[src/kte_pkg.sv]
// Package for the keypad time entry block: cursor positions, key codes,
// digit limits and a small divide-by-ten helper. No dependencies.
package kte_pkg;

  typedef enum logic [2:0] {
    POS_BEGIN  = 3'd0,
    POS_HOUR_T = 3'd1,
    POS_HOUR_U = 3'd2,
    POS_MIN_T  = 3'd3,
    POS_MIN_U  = 3'd4,
    POS_SEC_T  = 3'd5,
    POS_SEC_U  = 3'd6,
    POS_DONE   = 3'd7
  } pos_e;

  localparam logic       KIND_START  = 1'b0;
  localparam logic       KIND_KEY    = 1'b1;

  localparam logic [1:0] KEY_CHAR    = 2'd0;
  localparam logic [1:0] KEY_BACK    = 2'd1;
  localparam logic [1:0] KEY_CONFIRM = 2'd2;

  localparam logic [7:0] CHAR_ZERO   = 8'd48;
  localparam logic [7:0] CHAR_NINE   = 8'd57;

  localparam logic [3:0] HOUR_TENS_MAX = 4'd2;
  localparam logic [3:0] MIN_TENS_MAX  = 4'd5;
  localparam logic [6:0] HOUR_MAX      = 7'd23;
  localparam logic [6:0] MIN_MAX       = 7'd59;

  localparam int unsigned SOD_W = 17;

  // Tens digit of a value below 64, by a short compare chain.
  function automatic logic [2:0] div10(input logic [5:0] v);
    logic [2:0] t;
    if (v >= 6'd60)      t = 3'd6;
    else if (v >= 6'd50) t = 3'd5;
    else if (v >= 6'd40) t = 3'd4;
    else if (v >= 6'd30) t = 3'd3;
    else if (v >= 6'd20) t = 3'd2;
    else if (v >= 6'd10) t = 3'd1;
    else                 t = 3'd0;
    return t;
  endfunction

endpackage

[src/keypad_time_entry_fsm.sv]
// Channel | Direction | Handshake              | Payload
// in      | input     | in_valid_i / in_stall_o | kind, key_class, key_char, load_*
// out     | output    | out_valid_o / out_stall_i | accepted .. seconds_of_day
//
// One beat in gives exactly one beat out, offered in the cycle after acceptance.
// A new beat can be accepted every cycle unless the input is stalled; the next-state logic is a single pass.
// The input is stalled only while a result is held and the output is stalled.
// Reset puts the cursor at the begin position with the entry idle.
// Keypad time entry sequencer: top level. Uses kte_pkg.
module keypad_time_entry_fsm
  import kte_pkg::*;
(
  input  logic                 clk_i,
  input  logic                 rst_ni,
  input  logic                 in_valid_i,
  output logic                 in_stall_o,
  input  logic                 kind_i,
  input  logic [1:0]           key_class_i,
  input  logic [7:0]           key_char_i,
  input  logic [4:0]           load_hour_i,
  input  logic [5:0]           load_minute_i,
  input  logic [5:0]           load_second_i,
  output logic                 out_valid_o,
  input  logic                 out_stall_i,
  output logic                 accepted_o,
  output logic                 still_editing_o,
  output logic                 finished_o,
  output logic                 cancelled_o,
  output logic [2:0]           cursor_pos_o,
  output logic [4:0]           hour_now_o,
  output logic [5:0]           minute_now_o,
  output logic [5:0]           second_now_o,
  output logic [SOD_W-1:0]     seconds_of_day_o
);

  pos_e             pos_q, pos_d;
  logic [4:0]       hour_q, hour_d;
  logic [5:0]       minute_q, minute_d;
  logic [5:0]       second_q, second_d;
  logic             done_q, done_d;

  logic             out_valid_q;
  logic             acc_q, fin_q, can_q;
  logic             acc, fin, can;
  logic [SOD_W-1:0] sod_q, sod_d;

  logic             in_accept;
  logic             is_digit;
  logic [3:0]       dig;
  logic [5:0]       sel_val;
  logic [2:0]       sel_tens;
  logic [3:0]       sel_units;
  logic [6:0]       new_tens_val;
  logic [6:0]       new_units_val;

  assign in_stall_o = out_valid_q && out_stall_i;
  assign in_accept  = in_valid_i && !in_stall_o;

  assign is_digit = (key_char_i >= CHAR_ZERO) && (key_char_i <= CHAR_NINE);
  assign dig      = 4'(key_char_i - CHAR_ZERO);

  // The field under the cursor, split into its tens and units digits.
  always_comb begin
    unique case (pos_q) inside
      POS_HOUR_T, POS_HOUR_U: sel_val = {1'b0, hour_q};
      POS_MIN_T, POS_MIN_U:   sel_val = minute_q;
      default:                sel_val = second_q;
    endcase
  end

  assign sel_tens      = div10(sel_val);
  assign sel_units     = 4'(sel_val - 6'(6'(sel_tens) * 6'd10));
  assign new_tens_val  = 7'(dig) * 7'd10 + 7'(sel_units);
  assign new_units_val = 7'(sel_tens) * 7'd10 + 7'(dig);

  always_comb begin
    pos_d    = pos_q;
    hour_d   = hour_q;
    minute_d = minute_q;
    second_d = second_q;
    done_d   = done_q;
    acc      = 1'b0;
    fin      = 1'b0;
    can      = 1'b0;
    if (in_accept) begin
      if (kind_i == KIND_START) begin
        hour_d   = load_hour_i;
        minute_d = load_minute_i;
        second_d = load_second_i;
        pos_d    = POS_BEGIN;
        done_d   = 1'b0;
        acc      = 1'b1;
      end else if (!done_q) begin
        if (pos_q == POS_BEGIN) begin
          pos_d = POS_HOUR_T;
          acc   = 1'b1;
        end else if (key_class_i == KEY_BACK) begin
          acc   = 1'b1;
          pos_d = pos_e'(pos_q - 3'd1);
          if (pos_q == POS_HOUR_T) begin
            can    = 1'b1;
            done_d = 1'b1;
          end
        end else if (key_class_i == KEY_CONFIRM) begin
          acc = 1'b1;
          if (pos_q == POS_SEC_U || pos_q == POS_DONE) begin
            pos_d  = POS_DONE;
            fin    = 1'b1;
            done_d = 1'b1;
          end else begin
            pos_d = pos_e'(pos_q + 3'd1);
          end
        end else if (is_digit) begin
          // Other key classes, including the unused code, count as characters.
          unique case (pos_q) inside
            POS_HOUR_T: begin
              if (dig <= HOUR_TENS_MAX) begin
                hour_d = 5'(new_tens_val);
                acc    = 1'b1;
              end
            end
            POS_HOUR_U: begin
              if (new_units_val <= HOUR_MAX) begin
                hour_d = 5'(new_units_val);
                acc    = 1'b1;
              end
            end
            POS_MIN_T: begin
              if (dig <= MIN_TENS_MAX) begin
                minute_d = 6'(new_tens_val);
                acc      = 1'b1;
              end
            end
            POS_MIN_U: begin
              if (new_units_val <= MIN_MAX) begin
                minute_d = 6'(new_units_val);
                acc      = 1'b1;
              end
            end
            POS_SEC_T: begin
              if (dig <= MIN_TENS_MAX) begin
                second_d = 6'(new_tens_val);
                acc      = 1'b1;
              end
            end
            POS_SEC_U: begin
              if (new_units_val <= MIN_MAX) begin
                second_d = 6'(new_units_val);
                acc      = 1'b1;
              end
            end
            POS_BEGIN, POS_DONE: begin
              acc = 1'b0;
            end
          endcase
          if (acc) begin
            pos_d = pos_e'(pos_q + 3'd1);
          end
        end
      end
    end
  end

  // The time only changes on a digit or a start, never on a confirm, so the held values are final.
  always_comb begin
    if (fin) begin
      sod_d = SOD_W'(hour_q) * SOD_W'(3600)
            + SOD_W'(minute_q) * SOD_W'(60)
            + SOD_W'(second_q);
    end else begin
      sod_d = '0;
    end
  end

  always_ff @(posedge clk_i or negedge rst_ni) begin
    if (!rst_ni) begin
      pos_q    <= POS_BEGIN;
      hour_q   <= '0;
      minute_q <= '0;
      second_q <= '0;
      done_q   <= 1'b1;
    end else begin
      pos_q    <= pos_d;
      hour_q   <= hour_d;
      minute_q <= minute_d;
      second_q <= second_d;
      done_q   <= done_d;
    end
  end

  always_ff @(posedge clk_i or negedge rst_ni) begin
    if (!rst_ni) begin
      out_valid_q <= 1'b0;
    end else if (in_accept) begin
      out_valid_q <= 1'b1;
    end else if (!out_stall_i) begin
      out_valid_q <= 1'b0;
    end
  end

  always_ff @(posedge clk_i) begin
    if (in_accept) begin
      acc_q <= acc;
      fin_q <= fin;
      can_q <= can;
      sod_q <= sod_d;
    end
  end

  assign out_valid_o      = out_valid_q;
  assign accepted_o       = acc_q;
  assign finished_o       = fin_q;
  assign cancelled_o      = can_q;
  assign still_editing_o  = !done_q;
  assign cursor_pos_o     = pos_q;
  assign hour_now_o       = hour_q;
  assign minute_now_o     = minute_q;
  assign second_now_o     = second_q;
  assign seconds_of_day_o = sod_q;

endmodule

[config.mk]
export PLATFORM = sky130hd
export DESIGN_NAME = keypad_time_entry_fsm
export DESIGN_NICKNAME = d
export VERILOG_FILES = /design/src/kte_pkg.sv /design/src/keypad_time_entry_fsm.sv
export SDC_FILE = /design/constraint.sdc
export NUM_CORES = 1
export LEC_CHECK = 0
export ABC_AREA = 0
export BUFFER_PORTS_ARGS = -buffer_cell sky130_fd_sc_hd__buf_2
export CAP_MARGIN = 40
export CELL_PAD_IN_SITES_DETAIL_PLACEMENT = 0
export CELL_PAD_IN_SITES_GLOBAL_PLACEMENT = 1
export CORE_UTILIZATION = 40
export DETAILED_ROUTE_END_ITERATION = 10
export PLACE_DENSITY_LB_ADDON = 0.12
export SYNTH_ARGS = -nofsm -noshare
export SYNTH_HDL_FRONTEND = slang
export SYNTH_SLANG_ARGS = --single-unit
[constraint.sdc]
create_clock -name clk_i -period 4.8 [get_ports clk_i]
set_input_delay 0.96 -clock clk_i [delete_from_list [all_inputs] [get_ports clk_i]]
set_output_delay 0.96 -clock clk_i [all_outputs]
set_load 0.01 [all_outputs]
* Word-level counts from Yosys, hierarchy flattened
Index checks and enable logic that the tools add are counted.
** Word-level totals
- Logic and storage cells :: 151
- Bits in latches :: 0
- Bits in writable memories :: 0
- Memories :: 0
- Output and inout port bits :: 43
- Memory bits (read-only) :: 0
- Flip-flop bits (word level) :: 42
** Cells by class
- Multiply operators :: 5
- Equality and inequality tests :: 26
- Reduce and logical (&&, ||, !) cells :: 17
- Add/subtract/negate cells :: 8
- Multiplexer cells :: 71
- Shift operators :: 0
- Bitwise logic cells :: 2
- $lt $le $gt $ge :: 12
- Divide/modulo/power cells :: 0
** Operator list (number)
- two-way mux 6 bit :: 14
- two-way mux 5 bit :: 8
- two-way mux 3 bit :: 13
- case mux 6 bit (2 select lines) :: 3
- two-way mux 1 bit :: 31
- AND reduction 9 bit :: 3
- greater-or-equal comparator 6 bit, second input constant :: 3
- adder 17 x 12 -> 17 bit :: 1
- adder 17 x 6 -> 17 bit :: 1
- != test 3 x 2 -> 1 bit, second input constant :: 5
- multiplier 5 x 8 -> 13 bit, second input constant :: 1
- == test 3 bit, second input constant :: 4
- greater-or-equal comparator 6 x 5 -> 1 bit, second input constant :: 2
- multiplier 6 x 4 -> 10 bit, second input constant :: 1
- != test 5 x 1 -> 1 bit, second input constant :: 2
- case mux 5 bit (2 select lines) :: 1
- OR reduction 2 bit :: 5
- != test 3 x 1 -> 1 bit, second input constant :: 3
- greater-or-equal comparator 8 x 6 -> 1 bit, second input constant :: 1
- less-or-equal comparator 8 x 6 -> 1 bit, second input constant :: 1
- != test 2 bit, second input constant :: 4
- adder 7 x 4 -> 7 bit :: 1
- less-or-equal comparator 7 x 5 -> 1 bit, second input constant :: 1
- less-or-equal comparator 7 x 6 -> 1 bit, second input constant :: 1
- other kinds (25) :: 31

* Longest topological paths before layout
- Word-level depth :: 29
- Gate-level depth with buffers :: 23
- Depth with buffers taken out :: 21

* Least setup slack after synthesis
No wires, ideal clock.
- Path kind :: flip-flop to flip-flop
- From :: reg pos_q[0], in the netlist cursor_pos_o[0]
- To :: reg minute_q[0], in the netlist minute_now_o[0]
- Arrival time :: 4712 ps
- Setup time :: 125 ps
- Period minus slack after synthesis :: 4837 ps
- Path slack :: -37 ps
- Cell stages (with the launch flop) :: 18
- Required time :: 4675 ps
- Cells stage by stage :: dfrtp_1 -> inv_1 -> ha_1 -> buf_2 -> o21ba_2 -> clkbuf_1 -> o31ai_1 -> o21ai_0 -> a211oi_1 -> ha_1 -> inv_1 -> fa_1 -> nand2b_1 -> a211o_1 -> nand2_1 -> a21oi_1 -> o41ai_4 -> mux2_2
** Between the ends
- Word-level cells in the longest chain between the ends :: 15
- Elaborated cells on any way between the ends :: 38
- Those cells by class :: add/sub (3); mul (1); order compare (7); eq/ne (8); mux (15); reduce/logical (4)
** Ends and longest elaborated chain
- start: declaration :: RTL line keypad_time_entry_fsm.sv:36 : pos_e pos_q, pos_d;
- start signal: assignment :: RTL line keypad_time_entry_fsm.sv:183 : pos_q <= pos_d;
- == test 3 x 2 -> 1 bit (no line) (tied with other cells)
- OR reduction 2 bit :: RTL line keypad_time_entry_fsm.sv:64 : unique case (pos_q) inside
- case mux 6 bit (2 select lines) :: RTL line keypad_time_entry_fsm.sv:64
- greater-or-equal comparator 6 x 4 -> 1 bit :: RTL line kte_pkg.sv:41 : else if (v >= 6'd10) t = 3'd1;
- two-way mux 1 bit :: RTL line kte_pkg.sv:41
- two-way mux 3 bit :: RTL line kte_pkg.sv:40 : else if (v >= 6'd20) t = 3'd2;
- two-way mux 3 bit :: RTL line kte_pkg.sv:39 : else if (v >= 6'd30) t = 3'd3;
- two-way mux 3 bit :: RTL line kte_pkg.sv:38 : else if (v >= 6'd40) t = 3'd4;
- two-way mux 3 bit :: RTL line kte_pkg.sv:37 : else if (v >= 6'd50) t = 3'd5;
- two-way mux 3 bit :: RTL line kte_pkg.sv:36 : if (v >= 6'd60) t = 3'd6;
- multiplier 3 x 3 -> 6 bit :: RTL line keypad_time_entry_fsm.sv:74 : assign new_units_val = 7'(sel_tens) * 7'd10 + 7'(dig);
- adder 7 x 4 -> 7 bit :: RTL line keypad_time_entry_fsm.sv:74
- less-or-equal comparator 7 x 6 -> 1 bit :: RTL line keypad_time_entry_fsm.sv:135 : if (new_units_val <= MIN_MAX) begin
- != test 3 x 2 -> 1 bit (no line)
- AND reduction 9 bit (no line)
- end signal: assignment :: RTL line keypad_time_entry_fsm.sv:185 : minute_q <= minute_d;
- end: declaration :: RTL line keypad_time_entry_fsm.sv:38 : logic [5:0] minute_q, minute_d;
Parallel ways exist; a longest one is shown, timed or not. The select of a mux whose other input is x is not followed.
A chain may end at the register's enable or synchronous reset.

* Worst setup path in the final report
Ends and elaborated chain as after synthesis.

==> impl_metrics.env <==
export IMPL_fin_worst_skew_ns=0.00457
export IMPL_drt_initial_drc_count=183
export IMPL_syn_nets=630
export IMPL_setup_worst_path_end_class="flip-flop"
export IMPL_diodes=0
export IMPL_synthTopCellsByArea="ha_1, edfxtp_1, dfrtp_1, fa_1, a21oi_1"
export IMPL_syn2layout_area_growth_pct=21.7
export IMPL_max_slew_margin_rel=0.453
export IMPL_ys_seq_area_frac=0.245
export IMPL_dpl_hpwl_um=10700
export IMPL_finalSetupViolations=0
export IMPL_grt_util_all_layers=0.225
export IMPL_wl_per_cell_um=17.1
export IMPL_path_clk_slew_ns=0.07
export IMPL_drv_slew=0
export IMPL_place_gp_congestion=0.858
export IMPL_period_minus_slack_ns=4.51
export IMPL_yosysTopAreaCellShare=0.189
export IMPL_clockBufferDepth=2
export IMPL_overflow=0
export IMPL_drt_vias_per_instance=5.47
export IMPL_async_flop_share=0.524
export IMPL_synth_area_um2=4700
export IMPL_hold_buffers=0
export IMPL_startpoint_type="flip-flop"
export IMPL_status="complete, no violations"
export IMPL_fp_dieArea_um2=12200
export IMPL_grt_pass1_wl_um=20500
export IMPL_cts_tree="built"
export IMPL_ios=75
export IMPL_cts_root_buf="clkbuf_16"
export IMPL_synth_edf_count=20
export IMPL_clock_sinks=42
export IMPL_antenna_found_initial=0
export IMPL_yosys_warnings=0
export IMPL_yosys_area_top_type="ha_1"
export IMPL_worstPathRequired_ns=4.97
export IMPL_drcViolationCount=0
export IMPL_synth_cells=509
export IMPL_min_path_type="flip-flop to flip-flop"
export IMPL_h_tree_depth=2
export IMPL_period_share=0.940
export IMPL_port_buffer_count=74
export IMPL_grt_max_degree=32
export IMPL_via_count=4139
export IMPL_die_x_um=110
export IMPL_die_y_um=110
export IMPL_drt_pre_antenna_iters=4
export IMPL_whs_ns=0.526
export IMPL_tightestPinTransition_ns=0.820
export IMPL_clock_fmax_mhz=222
export IMPL_critPathKind="flip-flop to flip-flop"
export IMPL_wl_um=13000
export IMPL_synth_ff_type="dfrtp_1"
export IMPL_synth_most_common_cell="ha_1"
export IMPL_hold_viol_final=0
export IMPL_avgSynthCellArea_um2=9.23
export IMPL_grt_pass1_vias=4185
export IMPL_cp_slowest_cell="dfrtp_1"
export IMPL_slowest_delay_ns=0.39
export IMPL_synth_seq_cells=42
export IMPL_worstPathArrival_ns=4.69
export IMPL_ys_top_cells_by_count="ha_1, inv_1, nand2_1"
export IMPL_row_count=39
export IMPL_path_cells="inv_1 -> ha_1 -> mux2_4 -> nor2_4 -> nand2_1 -> nand2_1 -> inv_1 -> o211ai_1 -> o21ai_0 -> a211oi_2 -> ha_1 -> inv_1 -> fa_1 -> nand2b_1 -> a211o_1 -> nand2_1 -> a21oi_1 -> o41ai_4 -> buf_6 -> mux2_2"
export IMPL_ys_types=58
export IMPL_clk_latency_ns=0.29
export IMPL_numCtsBuffers=5
export IMPL_layout_drive_gt1_share=0.250
export IMPL_start_util=0.411
export IMPL_crit_fanout=8
export IMPL_finalNetCount=733
export IMPL_ant_nets=0
export IMPL_maxCapViolCount=0
export IMPL_core_um2=11400
==> worst paths after layout <==
kind	from	to	slack [ns]	depth (start not counted)
max reg2reg	cursor_pos_o[0]	minute_now_o[0]	0.29	20
min	out_valid_o	out_valid_o	0.53	2
max in group asynchronous	rst_ni	minute_now_o[1]	3.71	1
min reg2reg	out_valid_o	out_valid_o	0.53	2
min in group asynchronous	rst_ni	second_now_o[1]	0.66	1
max	cursor_pos_o[0]	minute_now_o[0]	0.29	20
==> registers in the layout (all words and copies together) (netlist names) <==
name	count
finished_o	1
second_now_o	6
seconds_of_day_o	17
minute_now_o	6
accepted_o	1
done_q	1
cancelled_o	1
hour_now_o	5
cursor_pos_o	3
out_valid_o	1
==> critical path, delay by kind of cell, from the launching register on <==
kind | cells | cell delay (ns)
mux | 2 | 0.68
simple gates | 5 | 0.64
fa+ha+maj | 3 | 0.84
flops | 1 | 0.39
compound gates | 6 | 1.41
buf+inv | 4 | 0.43
==> through the flow <==
| step | util | cells | area [um^2] | setup TNS, ns | setup WS [ns] |
|---|---|---|---|---|---|
| floorplan | - | 509 | 4710 | 0 | 0.00342 |
| global placement | 0.478 | 745 | 5450 | 0 | 0.102 |
| detailed placement | 0.478 | 745 | 5450 | 0 | 0.00214 |
| CTS | 0.491 | 753 | 5610 | 0 | 0.0299 |
| global route | 0.500 | 756 | 5710 | -0.00719 | -0.00494 |
| finish | 0.500 | 756 | 5710 | 0 | 0.286 |
==> cell type report <==
cell class                 count  area (um^2)
inverter                      45          169
multi-input combinational    411         3430
clock inverter                 3         23.8
timing repair buffer         107          634
clock buffer                   5          125
sequential                    42         1150
tap                          143          179
fill                        1111         5700
==> layer usage <==
metal,vias up,routed length (um),part of all wire,global-route usage
met2,78,6860,0.53,0.429
met5,-,0,0,0
li1,2033,-,-,-
met3,16,388,0.030,0.0276
met4,0,280,0.022,0.0714
met1,2012,5440,0.42,0.257
==> what timing repair did <==
| item | CTS | global route |
|---|---|---|
| gates cloned | 0 | 0 |
| pin swaps | 0 | 3 |
| gates resized for setup | 1 | 18 |
| setup endpoints to repair | 1 | 26 |
| buffers inserted | 0 | 3 |
==> cell families after synthesis <==
family                   after synthesis  synth area share
buffers and inverters                 56            0.0453
AO/OA/AOI/OAI                        132             0.196
flip-flops                            42             0.245
XOR/XNOR                              29            0.0541
AND/OR/NAND/NOR                      137             0.139
adder cells (fa/ha/maj)               90             0.268
multiplexers                          23            0.0525
==> placed cells by master (no fill, tap or decap), types with 5 or more instances in the layout <==
master and instances:
a31oi_1 5, nand3_1 11, inv_1 45, nand2_1 39
dfrtp_1 20, nor2b_1 6, a22o_1 5, buf_2 74
edfxtp_1 20, fa_1 18, mux2_2 12, nor3_1 14
buf_4 31, xnor2_1 19, a221oi_1 5, a211oi_1 6
nand2b_1 7, nor2_1 35, o21ai_0 20, a21o_1 12
clkbuf_16 5, xor2_1 10, a21oi_1 36, mux2i_1 10
and2_1 7, ha_1 69
Power is not shown: default switching activity piles up to over one toggle a cycle in this logic, so the estimate is an artifact.
